[src/sv/iol_pkg.sv]
// ----------------------------------------------------------------------------
// Indexed ordered list package
// Field widths, operation and status codes, defaults and shared types.
// ----------------------------------------------------------------------------
package iol_pkg;

    localparam int OPCODE_W = 2;
    localparam int POS_W    = 5;
    localparam int DATA_W   = 32;
    localparam int COUNT_W  = 5;
    localparam int STATUS_W = 2;

    localparam int CAPACITY_DEF    = 16;
    localparam int VALUE_WIDTH_DEF = 32;

    localparam logic [OPCODE_W-1:0] OP_INSERT = 2'd0;
    localparam logic [OPCODE_W-1:0] OP_REMOVE = 2'd1;
    localparam logic [OPCODE_W-1:0] OP_GET    = 2'd2;
    localparam logic [OPCODE_W-1:0] OP_SET    = 2'd3;

    localparam logic [STATUS_W-1:0] ST_OK    = 2'd0;
    localparam logic [STATUS_W-1:0] ST_RANGE = 2'd1;
    localparam logic [STATUS_W-1:0] ST_FULL  = 2'd2;

    // Commands from the controller to the datapath.
    typedef struct packed {
        logic capture;
        logic execute;
    } ctl_cmd_t;

endpackage

[src/sv/iol_if.sv]
// ----------------------------------------------------------------------------
// Indexed ordered list channels
// Valid/ready channels for operations and for results.
// ----------------------------------------------------------------------------
interface iol_in_if;
    logic                         valid;
    logic                         ready;
    logic [iol_pkg::OPCODE_W-1:0] opcode;
    logic [iol_pkg::POS_W-1:0]    position;
    logic [iol_pkg::DATA_W-1:0]   data_word;

    modport source (output valid, output opcode, output position, output data_word,
                    input ready);
    modport sink   (input valid, input opcode, input position, input data_word,
                    output ready);
endinterface

interface iol_out_if;
    logic                         valid;
    logic                         ready;
    logic [iol_pkg::DATA_W-1:0]   read_value;
    logic [iol_pkg::COUNT_W-1:0]  entry_count;
    logic [iol_pkg::STATUS_W-1:0] status;

    modport source (output valid, output read_value, output entry_count, output status,
                    input ready);
    modport sink   (input valid, input read_value, input entry_count, input status,
                    output ready);
endinterface

[src/sv/iol_ctrl.sv]
// ----------------------------------------------------------------------------
// Indexed ordered list controller
// Sequences capture and execution of one operation and owns the result valid.
// ----------------------------------------------------------------------------
module iol_ctrl
(
    input  logic              clk,
    input  logic              rst_n,
    input  logic              in_valid,
    output logic              in_ready,
    output logic              out_valid,
    input  logic              out_ready,
    output iol_pkg::ctl_cmd_t cmd
);

    localparam logic S_IDLE = 1'b0;
    localparam logic S_EXEC = 1'b1;

    logic state_reg;
    logic state_next;
    logic out_valid_reg;
    logic out_valid_next;

    always_comb
    begin
        in_ready    = (state_reg == S_IDLE);
        cmd.capture = (state_reg == S_IDLE) && in_valid;
        cmd.execute = (state_reg == S_EXEC) && (!out_valid_reg || out_ready);
    end

    always_comb
    begin
        state_next = state_reg;
        unique case (state_reg)
            S_IDLE:
            begin
                if (in_valid)
                begin
                    state_next = S_EXEC;
                end
            end
            S_EXEC:
            begin
                if (cmd.execute)
                begin
                    state_next = S_IDLE;
                end
            end
            default:
            begin
                state_next = S_IDLE;
            end
        endcase
    end

    // The result slot fills on execution and drains on a result transfer.
    always_comb
    begin
        priority if (cmd.execute)
        begin
            out_valid_next = 1'b1;
        end
        else if (out_ready)
        begin
            out_valid_next = 1'b0;
        end
        else
        begin
            out_valid_next = out_valid_reg;
        end
    end

    always_ff @(posedge clk or negedge rst_n)
    begin
        if (!rst_n)
        begin
            state_reg     <= S_IDLE;
            out_valid_reg <= 1'b0;
        end
        else
        begin
            state_reg     <= state_next;
            out_valid_reg <= out_valid_next;
        end
    end

    assign out_valid = out_valid_reg;

endmodule

[src/sv/iol_dp.sv]
// ----------------------------------------------------------------------------
// Indexed ordered list datapath
// Row of shifting entry cells, entry count and the result register.
// ----------------------------------------------------------------------------
module iol_dp
#(
    parameter int CAPACITY    = iol_pkg::CAPACITY_DEF,
    parameter int VALUE_WIDTH = iol_pkg::VALUE_WIDTH_DEF
)
(
    input  logic                         clk,
    input  logic                         rst_n,
    input  iol_pkg::ctl_cmd_t            cmd,
    input  logic [iol_pkg::OPCODE_W-1:0] opcode,
    input  logic [iol_pkg::POS_W-1:0]    position,
    input  logic [iol_pkg::DATA_W-1:0]   data_word,
    output logic [iol_pkg::DATA_W-1:0]   read_value,
    output logic [iol_pkg::COUNT_W-1:0]  entry_count,
    output logic [iol_pkg::STATUS_W-1:0] status
);

    localparam int CW   = $clog2(CAPACITY + 1);
    localparam int IDXW = $clog2(CAPACITY);
    localparam int PW   = ((CW > iol_pkg::POS_W) ? CW : iol_pkg::POS_W) + 1;

    logic [iol_pkg::OPCODE_W-1:0] op_reg;
    logic [iol_pkg::POS_W-1:0]    pos_reg;
    logic [VALUE_WIDTH-1:0]       word_reg;
    logic [CW-1:0]                count_reg;
    logic [CW-1:0]                count_next;
    logic [VALUE_WIDTH-1:0]       cells_reg [CAPACITY];
    logic [VALUE_WIDTH-1:0]       cells_next [CAPACITY];
    logic [iol_pkg::DATA_W-1:0]   rv_reg;
    logic [iol_pkg::DATA_W-1:0]   rv_next;
    logic [iol_pkg::COUNT_W-1:0]  cnt_out_reg;
    logic [iol_pkg::STATUS_W-1:0] st_reg;
    logic [iol_pkg::STATUS_W-1:0] st_next;

    logic [PW-1:0]          pos_x;
    logic [PW-1:0]          cnt_x;
    logic [VALUE_WIDTH-1:0] rd_word;
    logic                   ins_ok;
    logic                   rem_ok;
    logic                   set_ok;
    logic                   acc_ok;

    assign pos_x   = PW'(pos_reg);
    assign cnt_x   = PW'(count_reg);
    assign rd_word = cells_reg[IDXW'(pos_reg)];

    always_comb
    begin
        ins_ok  = 1'b0;
        acc_ok  = 1'b0;
        st_next = iol_pkg::ST_OK;
        if (op_reg == iol_pkg::OP_INSERT)
        begin
            priority if (pos_x > cnt_x)
            begin
                st_next = iol_pkg::ST_RANGE;
            end
            else if (cnt_x == PW'(CAPACITY))
            begin
                st_next = iol_pkg::ST_FULL;
            end
            else
            begin
                ins_ok = 1'b1;
            end
        end
        else if (pos_x >= cnt_x)
        begin
            st_next = iol_pkg::ST_RANGE;
        end
        else
        begin
            acc_ok = 1'b1;
        end
        rem_ok  = acc_ok && (op_reg == iol_pkg::OP_REMOVE);
        set_ok  = acc_ok && (op_reg == iol_pkg::OP_SET);
        rv_next = acc_ok ? iol_pkg::DATA_W'(rd_word) : '0;
    end

    always_comb
    begin
        priority if (ins_ok)
        begin
            count_next = count_reg + CW'(1);
        end
        else if (rem_ok)
        begin
            count_next = count_reg - CW'(1);
        end
        else
        begin
            count_next = count_reg;
        end
    end

    // Each cell keeps its own value or takes the new word (insert or set at its
    // position), its lower neighbor (insert) or its upper neighbor (remove).
    for (genvar i = 0; i < CAPACITY; i++)
    begin : g_cell
        logic [PW-1:0]          ix;
        logic [VALUE_WIDTH-1:0] below;
        logic [VALUE_WIDTH-1:0] above;

        assign ix = PW'(i);

        if (i > 0)
        begin : g_below
            assign below = cells_reg[i-1];
        end
        else
        begin : g_below_none
            assign below = cells_reg[i];
        end

        if (i < CAPACITY - 1)
        begin : g_above
            assign above = cells_reg[i+1];
        end
        else
        begin : g_above_none
            assign above = cells_reg[i];
        end

        always_comb
        begin
            cells_next[i] = cells_reg[i];
            priority if ((ins_ok || set_ok) && (ix == pos_x))
            begin
                cells_next[i] = word_reg;
            end
            else if (ins_ok && (ix > pos_x) && (ix <= cnt_x))
            begin
                cells_next[i] = below;
            end
            else if (rem_ok && (ix >= pos_x) && ((ix + PW'(1)) < cnt_x))
            begin
                cells_next[i] = above;
            end
            else
            begin
                cells_next[i] = cells_reg[i];
            end
        end
    end

    always_ff @(posedge clk or negedge rst_n)
    begin
        if (!rst_n)
        begin
            count_reg <= '0;
        end
        else if (cmd.execute)
        begin
            count_reg <= count_next;
        end
    end

    always_ff @(posedge clk)
    begin
        if (cmd.capture)
        begin
            op_reg   <= opcode;
            pos_reg  <= position;
            word_reg <= VALUE_WIDTH'(data_word);
        end
        if (cmd.execute)
        begin
            cells_reg   <= cells_next;
            rv_reg      <= rv_next;
            cnt_out_reg <= iol_pkg::COUNT_W'(count_next);
            st_reg      <= st_next;
        end
    end

    assign read_value  = rv_reg;
    assign entry_count = cnt_out_reg;
    assign status      = st_reg;

endmodule

[src/sv/indexed_ordered_list.sv]
// ----------------------------------------------------------------------------
// Indexed ordered list
// Fixed-capacity ordered list with insert, remove, get and set by position.
// ----------------------------------------------------------------------------
// Operations arrive on the cmd channel (opcode, position, data_word) and each
// one produces exactly one result on the rsp channel (read_value, entry_count,
// status). Both channels use a valid/ready handshake; a transfer happens at a
// rising edge with valid and ready both high.
// An operation is captured at the edge it is accepted and executed in the
// execute step once the result register is free; execution loads the
// result register, which presents the result until it transfers.
// The controller alternates capture and execute, so the block takes no new
// operation until the captured one has been executed.
// The result sits in an output register: the next operation is accepted and
// captured while an earlier result still waits. If the receiver stalls, the
// captured operation waits in the execute step until the result register is
// freed, and cmd.ready stays low meanwhile. No result is dropped or repeated.
// Insert and remove move all later entries at once through the row of
// shifting cells; errors leave the list untouched and return zero.
// Reset clears the entry count and the control state. Entry contents are not
// cleared; only written entries can ever be read, so no clearing pass runs.
// ----------------------------------------------------------------------------
module indexed_ordered_list
#(
    parameter int CAPACITY    = iol_pkg::CAPACITY_DEF,
    parameter int VALUE_WIDTH = iol_pkg::VALUE_WIDTH_DEF
)
(
    input  logic      clk,
    input  logic      rst_n,
    iol_in_if.sink    cmd,
    iol_out_if.source rsp
);

    iol_pkg::ctl_cmd_t ctl_cmd;

    // Controller: decides when an operation is captured and executed.
    iol_ctrl u_ctrl
    (
        .clk       (clk),
        .rst_n     (rst_n),
        .in_valid  (cmd.valid),
        .in_ready  (cmd.ready),
        .out_valid (rsp.valid),
        .out_ready (rsp.ready),
        .cmd       (ctl_cmd)
    );

    // Datapath: entry cells, entry count and the registered result.
    iol_dp
    #(
        .CAPACITY    (CAPACITY),
        .VALUE_WIDTH (VALUE_WIDTH)
    )
    u_dp
    (
        .clk         (clk),
        .rst_n       (rst_n),
        .cmd         (ctl_cmd),
        .opcode      (cmd.opcode),
        .position    (cmd.position),
        .data_word   (cmd.data_word),
        .read_value  (rsp.read_value),
        .entry_count (rsp.entry_count),
        .status      (rsp.status)
    );

endmodule

[src/flat_wrapper.sv]
// flat-port wrapper written by rule: the top's interface ports become plain ports
module indexed_ordered_list_flat 
#(
    parameter int CAPACITY    = iol_pkg::CAPACITY_DEF,
    parameter int VALUE_WIDTH = iol_pkg::VALUE_WIDTH_DEF
)
  (clk, rst_n, cmd_valid, cmd_opcode, cmd_position, cmd_data_word, cmd_ready, rsp_valid, rsp_read_value, rsp_entry_count, rsp_status, rsp_ready);
  iol_in_if cmd_i ();
  iol_out_if rsp_i ();
  input  logic clk;
  input  logic rst_n;
  input wire logic [$bits(cmd_i.valid)-1:0] cmd_valid;
  input wire logic [$bits(cmd_i.opcode)-1:0] cmd_opcode;
  input wire logic [$bits(cmd_i.position)-1:0] cmd_position;
  input wire logic [$bits(cmd_i.data_word)-1:0] cmd_data_word;
  output wire logic [$bits(cmd_i.ready)-1:0] cmd_ready;
  output wire logic [$bits(rsp_i.valid)-1:0] rsp_valid;
  output wire logic [$bits(rsp_i.read_value)-1:0] rsp_read_value;
  output wire logic [$bits(rsp_i.entry_count)-1:0] rsp_entry_count;
  output wire logic [$bits(rsp_i.status)-1:0] rsp_status;
  input wire logic [$bits(rsp_i.ready)-1:0] rsp_ready;
  assign cmd_i.valid = cmd_valid;
  assign cmd_i.opcode = cmd_opcode;
  assign cmd_i.position = cmd_position;
  assign cmd_i.data_word = cmd_data_word;
  assign cmd_ready = cmd_i.ready;
  assign rsp_valid = rsp_i.valid;
  assign rsp_read_value = rsp_i.read_value;
  assign rsp_entry_count = rsp_i.entry_count;
  assign rsp_status = rsp_i.status;
  assign rsp_i.ready = rsp_ready;
  indexed_ordered_list #(.CAPACITY(CAPACITY), .VALUE_WIDTH(VALUE_WIDTH)) u_core (.clk(clk), .rst_n(rst_n), .cmd(cmd_i), .rsp(rsp_i));
endmodule
[config.mk]
export PLATFORM = sky130hd
export DESIGN_NAME = indexed_ordered_list_flat
export DESIGN_NICKNAME = d
export VERILOG_FILES = /design/src/sv/iol_pkg.sv /design/src/sv/iol_if.sv /design/src/sv/iol_ctrl.sv /design/src/sv/iol_dp.sv /design/src/sv/indexed_ordered_list.sv /design/src/flat_wrapper.sv
export SDC_FILE = /design/constraint.sdc
export NUM_CORES = 1
export LEC_CHECK = 0
export ABC_AREA = 1
export BUFFER_PORTS_ARGS = -buffer_cell sky130_fd_sc_hd__buf_2
export CAP_MARGIN = 20
export CELL_PAD_IN_SITES_DETAIL_PLACEMENT = 2
export CELL_PAD_IN_SITES_GLOBAL_PLACEMENT = 2
export CORE_ASPECT_RATIO = 1.1
export CORE_MARGIN = 5
export CORE_UTILIZATION = 38
export DETAILED_ROUTE_END_ITERATION = 8
export PLACE_DENSITY = 0.76
export REMOVE_ABC_BUFFERS = 1
export SYNTH_ARGS = -nofsm -noshare
export SYNTH_HDL_FRONTEND = slang
export SYNTH_HIERARCHICAL = 1
export SYNTH_SLANG_ARGS = --single-unit
export TNS_END_PERCENT = 100
[constraint.sdc]
create_clock -name clk -period 5.76 [get_ports clk]
set_input_delay 1.152 -clock clk [delete_from_list [all_inputs] [get_ports clk]]
set_output_delay 1.152 -clock clk [all_outputs]
set_load 0.02 [all_outputs]
Yosys cells after proc, flatten, opt, wreduce, memory -nomap -nowiden
Index checks and enable logic that the tools add are counted.

word-level totals
  flip-flop bits (word level) = 597
  bits in latches = 0
  memory bits (writable) = 0
  memory bits (read-only) = 0
  input bits = 43
  word-level logic and storage cells = 299
  memories = 0

cells by class
  add/subtract/negate cells = 2
  $mul = 0
  div/mod/pow operators = 0
  order comparisons = 65
  equal/unequal tests = 19
  shift-type cells = 0
  multiplexer cells = 66
  bitwise gates (word level) = 2
  reductions and logical operators = 120

operators with widths
  kind                count
  $mux 32             49
  $bmux 32 s4         1
  $logic_and 1x1->1   82
  $reduce_bool 3->1   14
  $eq 4x5->1 const A  8
  $gt 4x5->1 const A  8
  $le 4x5->1 const A  8
  $lt 4x5->1 const A  8
  $ge 4x5->1 const A  7
  $reduce_and 2->1    15
  $eq 3x5->1 const A  4
  $ge 3x5->1 const A  4
  $gt 3x5->1 const A  4
  $le 3x5->1 const A  4
  $lt 3x5->1 const A  4
  $eq 2x5->1 const A  2
  $ge 1x5->1 const A  2
  $ge 2x5->1 const A  2
  $gt 1x5->1 const A  2
  $gt 2x5->1 const A  2
  $le 1x5->1 const A  2
  $le 2x5->1 const A  2
  $lt 2x5->1 const A  2
  $mux 1              10
  other kinds (22)    28

Logic depth before layout (Yosys ltp)
Gate-level depths: netlist of the first run.

  depth after elaboration = 9
  depth in mapped cells = 18

Cells and area by module
The synthesis of the first run kept the hierarchy.

modules (own cells, without submodules)
  module    times used  cells each  area each (µm²)  seq. area each (µm²)
  iol_dp    1           4677        36272.3          17842.1
  iol_ctrl  1           12          100.1            50.0

Worst setup path after synthesis of the first run
No wires, ideal clock.

  path kind = register -> register
  start = register u_core/u_dp/pos_reg[0] in the netlist's numbering
  end = register u_core.u_dp.cells_reg (netlist bit u_core/u_dp/g_cell[2].above[0]), enable pin
  library setup time = 0.441 ns
  arrival = 4.263 ns
  data required time = 5.319 ns
  slack = 1.056 ns
  cell stages (with the launch flop) = 13
  path buffers = 4
  period minus slack after synthesis = 4.704 ns
  cell sequence = edfxtp_1 > clkbuf_1 > inv_2 > clkbuf_1 > buf_1 > ha_1 > nand2_2 > inv_1 > nor2_1 > nand3_1 > clkbuf_1 > or2_2 > a31oi_1

on the way
  longest elaborated chain between the ends = 8

ends and longest elaborated chain
  what                                                   RTL line                      source
  from (decl)                                            iol_dp.sv:27                  logic [iol_pkg::POS_W-1:0] pos_reg;
  from (signal assigned)                                 iol_dp.sv:167                 pos_reg <= position;
  $ge 5x5->1                                             iol_dp.sv:71                  else if (pos_x >= cnt_x)
  $mux 1                                                 iol_dp.sv:71
  $mux 1                                                 iol_dp.sv:56                  if (op_reg == iol_pkg::OP_INSERT)
  $logic_and 1x1->1 (on tied branches)                   iol_dp.sv:80, iol_dp.sv:79
  $logic_or 1x1->1 or $logic_and 1x1->1 (tied branches)  iol_dp.sv:131, iol_dp.sv:139
  $logic_and 1x1->1 (on tied branches)                   iol_dp.sv:131, iol_dp.sv:139
  $reduce_bool 3->1 (no source line) (*)                 -
  $reduce_and 2->1 (no source line) (*)                  -
  to (signal assigned)                                   iol_dp.sv:172                 cells_reg <= cells_next;
  to (decl)                                              iol_dp.sv:31                  logic [VALUE_WIDTH-1:0] cells_reg [CAPACITY];

Every way passes the cells marked *; elsewhere a longest branch is shown, timed or not.
A chain may end at the register's enable or synchronous reset.

Final worst setup path of the first run
  start = register u_core.u_dp.count_reg[2]
  end = register u_core.u_dp.cells_reg (netlist bit u_core/u_dp/g_cell[11].above[7]), enable pin

on the way
  longest elaborated chain between the ends = 8

ends and longest elaborated chain
  what                                       RTL line                                     source
  from (decl)                                iol_dp.sv:29                                 logic [CW-1:0] count_reg;
  from (signal assigned)                     iol_dp.sv:158                                count_reg <= count_next;
  $ge 5x5->1 or $eq 5x5->1 (tied branches)   iol_dp.sv:71, iol_dp.sv:62
  $mux 1 (on tied branches)                  iol_dp.sv:71, iol_dp.sv:62
  $mux 1 (on tied branches)                  iol_dp.sv:56, iol_dp.sv:58
  $logic_and 1x1->1 (tied with other cells)  iol_dp.sv:80                                 set_ok = acc_ok && (op_reg == iol_pkg::OP_SET);
  $logic_or 1x1->1 (tied with other cells)   iol_dp.sv:131                                priority if ((ins_ok || set_ok) && (ix == pos_x))
  $logic_and 1x1->1 (on tied branches)       iol_dp.sv:131, iol_dp.sv:135, iol_dp.sv:139
  $reduce_bool 3->1 (no source line) (*)     -
  $reduce_and 2->1 (no source line) (*)      -

Marks and branches as above.

==> results of run 1 <==
synthesized netlist by cell type, drive strengths merged:
cell type / count
a21oi: 168
a22oi: 18
a31oi: 7
and2: 2
and3: 18
buf: 192
clkbuf: 190
clkinv: 5
dfrtp: 7
edfxtp: 590
ha: 10
inv: 603
nand2: 1351
nand3: 633
nand3b: 2
nand4: 240
nor2: 48
nor2b: 1
nor3: 21
nor4: 1
o211ai: 1
o21a: 1
o21ai: 461
o22ai: 110
or2: 3
xor2: 6
per-layer routing:
| layer | track usage, % | wire length, um | vias up |
|---|---|---|---|
| met5 | 0 | 52 | - |
| met4 | 8.13 | 4240 | 8 |
| met3 | 6.44 | 16000 | 284 |
| met2 | 52.5 | 78300 | 1671 |
| met1 | 46.7 | 75600 | 18700 |
| li1 | - | - | 15700 |
cell type report:
cell class	instances	area, um^2
clock inverters	32	260
inverters	608	2280
diodes	2	5.00
repair buffers	215	1460
flip-flops and latches	597	17900
clock buffers	102	2020
multi-input cells	3102	14800
well taps	1270	1590
fillers	10900	55100
critical path, stage by stage (launching register included):
cell and delay, ns:
dfrtp_1 0.69, inv_1 0.26, ha_1 0.35, nand2_1 0.08, nor2_1 0.06, nand2_1 0.11, nand3_2 0.15, nand2_2 0.14
nand3_2 0.39, nand2_2 0.45, nand2_1 0.09, buf_4 0.35, a21oi_4 0.38, buf_4 0.54
stage by stage:
stage | setup WS, ns | TNS [ns]
finish | 1.29 | 0
global route | 1.12 | 0
CTS | 1.40 | 0
detailed placement | 1.40 | 0
global placement | 1.59 | 0
floorplan | -5.49 | -3619.23
logic make-up (layout without fill, tap and decap cells):
family                   after synthesis  count (layout)
AO/OA/AOI/OAI                        766             766
adder cells (fa/ha/maj)               10              10
flip-flops                           597             597
XOR/XNOR                               6               6
other                                  0               2
AND/OR/NAND/NOR                     2320            2320
buffers and inverters                990             957
path summary, 6_finish.rpt:
kind                       slack (ns)  depth (start not counted)                         endpoint
setup / recovery                 1.29                         13  u_core/u_dp/g_cell[11].above[7]
hold / removal                   0.34                          1         u_core/u_dp/count_reg[3]
setup reg to reg                 1.29                         13  u_core/u_dp/g_cell[11].above[7]
hold reg to reg                  0.53                          2          u_core/u_ctrl/out_valid
max in group asynchronous        5.22                          1         u_core/u_dp/count_reg[1]
min in group clk                 0.53                          2          u_core/u_ctrl/out_valid
power groups by stage:
stage          registers (mW)  logic, mW  clock network [mW]
6_report                 5.06       2.95                4.62
5_1_grt                  5.07       3.04                4.87
4_1_cts                  5.06       2.86                4.69
3_5_place_dp             5.14       2.85                   0
3_3_place_gp             5.13       2.79                   0
2_1_floorplan            5.21       1.26                   0
==> flow_summary.toml, run 1 <==
[timing]
finClkSkew_ns = 0.0291
finalCritPeriodShare_pct = 77.5
clock.fmax_mhz = 224
grt_setup_unrepaired = "false"
min_period_ns = 4.47
worst_slew_margin_rel_pct = 32.2
hold_viol = 0
setup_viol = 0
tightest_slew_ns = 1.02
slew_viol_final = 0
holdWs_ns = 0.341

[finish]
design_area_um2 = 40400
final_cell_mix = "nand2_1 (1332), nand3_1 (624), edfxtp_1 (590)"
largest_reg_flops = 416
drive_above_1_share_pct = 8.61
fin_util_pct = 42.3
area_growth_pct = 10.9
fin_cells = 5928
fin_nets = 4652
final_common_cell = "nand2_1"

[floorplanning]
core_area_um2 = 95400
io_pins = 84
initial_core_util_pct = 38.1
num_rows = 119
die_y_um = 334
fp.dieW_um = 305
die_area_um2 = 102000

[logic_synthesis]
avgSynthCellArea_um2 = 7.76
syn_inst = 4689
synth_xor_area_share_pct = 0.144
synth_compound_area_share_pct = 11.2
yosysTopAreaCell = "edfxtp_1"
synth_top_family_by_area = "simple AND/OR/NAND/NOR gates"
synth_top_area_share_pct = 48.7
yosysUniqueCellTypes = 39
yosysWarnings = 6
synthMuxAreaShare_pct = 0
syn-cell-area_um2 = 36400
synth-adder-area-share_pct = 0.344
ys_top_cells_by_area = "edfxtp_1 (49%), nand2_1 (14%), nand3_1 (8.6%)"
ys_seq_area_share_pct = 49.2
synth_simple_gate_area_share_pct = 28.3
ys_ff_latch = 597

[clock_tree]
worst_skew_pair.late_latency_ns = 0.65
cts-root-buf = "clkbuf_16"
cts_tree = "yes"
htree_levels = 3
clock_sinks = 597
cts_buffers = 75
post-cts-setup-buffers = 0
cts.path.max_buffers = 3
path_clk_slew_ns = 0.07
cts_resized = 0
cts.hold.buffers_added = 0

[placed_design]
port-buffer-count = 83
hpwl_um = 113000
place.gp.congestion = 0.867
dpl_cell_area_um2 = 38100
placed_cells = 5792

[job]
maxCapViolCount = 0

[routing]
dr.pass1.iters = 5
drt_iter0_drc = 3989
wire_per_inst_um = 29.4
routed_wl_um = 174000
detail_route.vias_per_cell = 6.14
antenna_left = 0
dr_total_vias = 36400
drc = 0

[global_routing]
grt_overflow = 0
grt_usage_pct = 33.0
grt_max_degree = 160
grt_pass1_vias = 37900
antenna_found_initial = 16
grt_pass1_wl_um = 255000

[power]
internal_power_mw = 8.06
peakVddDrop_v = 0.000307
p_sw_mw = 4.56
pwr-share-clk_pct = 36.6
power-per-cell-area_nw_per_um2 = 313
p_seq_share_pct = 40.1
swShare_pct = 36.1
finalPower_mw = 12.6
p_leak_nw = 17.4
combPwrFrac_pct = 23.4

[min_path]
hold_class = "primary input to async pin"

[critical_path]
arrival_ns = 4.74
cp-end-kind = "register"
worstReg2RegStart = "u_core/u_dp/count_reg[2]"
critPathKind = "register to register"
startpoint = "u_core/u_dp/count_reg[2]"
worstPathRequired_ns = 6.03
cp-start-kind = "register"
cp_max_fo = 34

[outcome]
run_status = "completed"
No activity file was read; power rests on OpenSTA's default activity.
==> run 2, diff against run 1 <==
--- a/config.mk
+++ b/config.mk
@@ -5,16 +5,16 @@
 export SDC_FILE = /design/constraint.sdc
 export NUM_CORES = 1
 export LEC_CHECK = 0
-export ABC_AREA = 1
+export ABC_AREA = 0
 export BUFFER_PORTS_ARGS = -buffer_cell sky130_fd_sc_hd__buf_2
 export CAP_MARGIN = 20
 export CELL_PAD_IN_SITES_DETAIL_PLACEMENT = 2
 export CELL_PAD_IN_SITES_GLOBAL_PLACEMENT = 2
 export CORE_ASPECT_RATIO = 1.1
 export CORE_MARGIN = 5
-export CORE_UTILIZATION = 38
+export CORE_UTILIZATION = 42
 export DETAILED_ROUTE_END_ITERATION = 8
-export PLACE_DENSITY = 0.76
+export PLACE_DENSITY = 0.73
 export REMOVE_ABC_BUFFERS = 1
 export SYNTH_ARGS = -nofsm -noshare
 export SYNTH_HDL_FRONTEND = slang
==> constraint.sdc (replaced) <==
create_clock -name clk -period 3.9 [get_ports clk]
set_input_delay 0.78 -clock clk [delete_from_list [all_inputs] [get_ports clk]]
set_output_delay 0.78 -clock clk [all_outputs]
set_load 0.02 [all_outputs]
==> flow_summary.toml, run 2 <==
[floorplanning]
die_y_um = 314
initial_core_util_pct = 42.3
die_area_um2 = 89700
io_pins = 84
fp.dieW_um = 286
num_rows = 111
core_area_um2 = 83200

[logic_synthesis]
ys_seq_area_share_pct = 50.8
yosysTopAreaCell = "edfxtp_1"
ys_top_cells_by_area = "edfxtp_1 (50%), mux2_2 (23%), mux2i_1 (5.5%)"
yosysMostFrequentCell = "mux2_2"
syn-cell-area_um2 = 35200
yosysUniqueCellTypes = 72
yosys_most_used_dff = "edfxtp_1"
synth_top_area_share_pct = 50.3
avgSynthCellArea_um2 = 14.2
ys_ff_latch = 597
yosysWarnings = 6
synth-edff-count = 590
ys_top_cells_by_count = "mux2_2 (714), edfxtp_1 (590), mux2i_1 (192), clkbuf_1 (111)"
async_flop_share_pct = 1.17
syn_inst = 2482

[critical_path]
slowest_delay_ns = 0.71
cp-start-kind = "register"
crit_family = "buffers and inverters"
cp_common_cell = "buf_4"
cp_slowest_cell = "buf_4"
arrival_ns = 3.95
reg2reg_slack_ns = 0.23
cp_max_fo = 41
worstPathRequired_ns = 4.18
crit_chain = "buf_4 > buf_4 > nor3b_1 > nand3_2 > buf_4 > a21oi_4 > buf_12"
cp-end-kind = "register"
crit_buf_inv = 4
critPathKind = "register to register"

[clock_tree]
worst_skew_pair.late_latency_ns = 0.62
htree_levels = 3
clock_sinks = 597
cts.hold.buffers_added = 0
cts_tree = "yes"
post-cts-setup-buffers = 0
cts-root-buf = "clkbuf_16"
cts_buffers = 71
path_clk_slew_ns = 0.06
cts.path.max_buffers = 3
cts_resized = 0

[power]
p_sw_mw = 4.70
power-per-cell-area_nw_per_um2 = 415
pwr-share-clk_pct = 39.1
p_seq_share_pct = 45.4
internal_power_mw = 11.8
finalPower_mw = 16.5
p_leak_nw = 13.1
peakVddDrop_v = 0.000300
swShare_pct = 28.6
combPwrFrac_pct = 15.5

[timing]
worst_slew_margin_rel_pct = 28.3
slew_viol_final = 0
min_period_ns = 3.67
grt_setup_unrepaired = "false"
finClkSkew_ns = 0.0265
hold_viol = 0
tightest_slew_ns = 1.08
setup_viol = 0
clock.fmax_mhz = 273
finalCritPeriodShare_pct = 94.1

[placed_design]
hpwl_um = 80300
port-buffer-count = 83
placed_cells = 3527
place.gp.congestion = 0.831

[routing]
antenna_left = 0
detail_route.vias_per_cell = 6.71
drt_iter0_drc = 2433
drc = 0
dr.pass1.iters = 5
wire_per_inst_um = 36.4
routed_wl_um = 133000
dr_total_vias = 24500

[min_path]
hold_class = "primary input to async pin"

[global_routing]
use_met2_pct = 47.6
grt_busiest_layer = "met2"
grt_overflow = 0
grt_pass1_wl_um = 191000
antenna_found_initial = 6
grt_pass1_vias = 26700
grt_max_degree = 112
met1_usage_pct = 37.8
met3_usage_pct = 6.07
grt_usage_pct = 28.9

[outcome]
run_status = "completed"

[finish]
fin_nets = 2580
fin_cells = 3650
final_cell_mix = "mux2_2 (714), edfxtp_1 (590), mux2i_1 (192)"
drive_above_1_share_pct = 46.4
area_growth_pct = 12.7
largest_reg_flops = 416
final_common_cell = "mux2_2"

[job]
maxCapViolCount = 0
==> run 2: cell count changes after synthesis, sizes merged, moves of 64 or more <==
cell,previous run,this run
clkbuf,190,111
mux4,0,64
nand2,1351,48
o22ai,110,33
a21oi,168,94
inv,603,6
o21ai,461,107
nand4,240,67
mux2,0,800
mux2i,0,192
buf,192,122
nand3,633,17
==> run 2: per-stage QoR <==
step	instance area (um^2)	hold slack (ns)	setup slack (ns)	TNS, ns	util (%)
4_1_cts	39700	0.00561	0.298	0	47.7
5_1_grt	39700	0.0264	0.177	0	47.7
3_3_place_gp	37500	0.517	0.373	0	45.1
3_5_place_dp	37500	0.559	0.307	0	45.1
6_report	39700	0.0240	0.230	0	47.7
2_1_floorplan	34100	0.484	-10.70	-9820.70	-
==> run 2: kinds of logic (layout without fill, tap and decap cells) <==
group	count (synthesis)	count (layout)	share of synthesized area (%)
fa+ha+maj	10	10	0.356
flops	597	597	50.8
simple gates	234	234	3.84
buf+inv	241	335	3.08
mux	1056	1056	35.8
other cells	0	1	0
xor+xnor	8	8	0.199
compound gates	336	336	5.91
==> run 2: per-layer routing <==
layer / vias up / share of wire [%]
met1: 13000 / 40
met4: 8 / 4.0
met5: - / 0.035
met2: 1188 / 47
met3: 310 / 8.8
li1: 10000 / -
==> run 2: worst paths after layout <==
| check | from | end | cells after the start |
|---|---|---|---|
| setup / recovery | u_core/u_dp/pos_reg[3] | u_core/u_dp/g_cell[11].below[26] | 7 |
| hold / removal | rst_n | u_core/u_dp/count_reg[2] | 1 |
| setup reg to reg | u_core/u_dp/pos_reg[3] | u_core/u_dp/g_cell[11].below[26] | 7 |
| hold reg to reg | u_core/u_ctrl/out_valid | u_core/u_ctrl/out_valid | 2 |
| max in group asynchronous | rst_n | u_core/u_ctrl/out_valid | 1 |
| min in group clk | cmd_data_word[21] | u_core/u_dp/word_reg[21] | 1 |
==> run 2: final cells by class <==
cell class,instances,area (um^2)
fill,7780,43500
sequential,597,17900
multi-input combinational,1644,16600
clock buffer,88,1880
timing repair buffer,205,1660
tap,1073,1340
clock inverter,34,277
inverter,8,30.0
antenna,1,2.50
==> run 2: power by group through the flow <==
stage | registers [mW] | clock network [mW] | logic, mW
5_1_grt | 7.50 | 6.86 | 2.66
3_5_place_dp | 7.60 | 0 | 2.50
6_report | 7.48 | 6.44 | 2.55
2_1_floorplan | 7.73 | 0 | 1.29
4_1_cts | 7.47 | 6.57 | 2.51
3_3_place_gp | 7.59 | 0 | 2.43
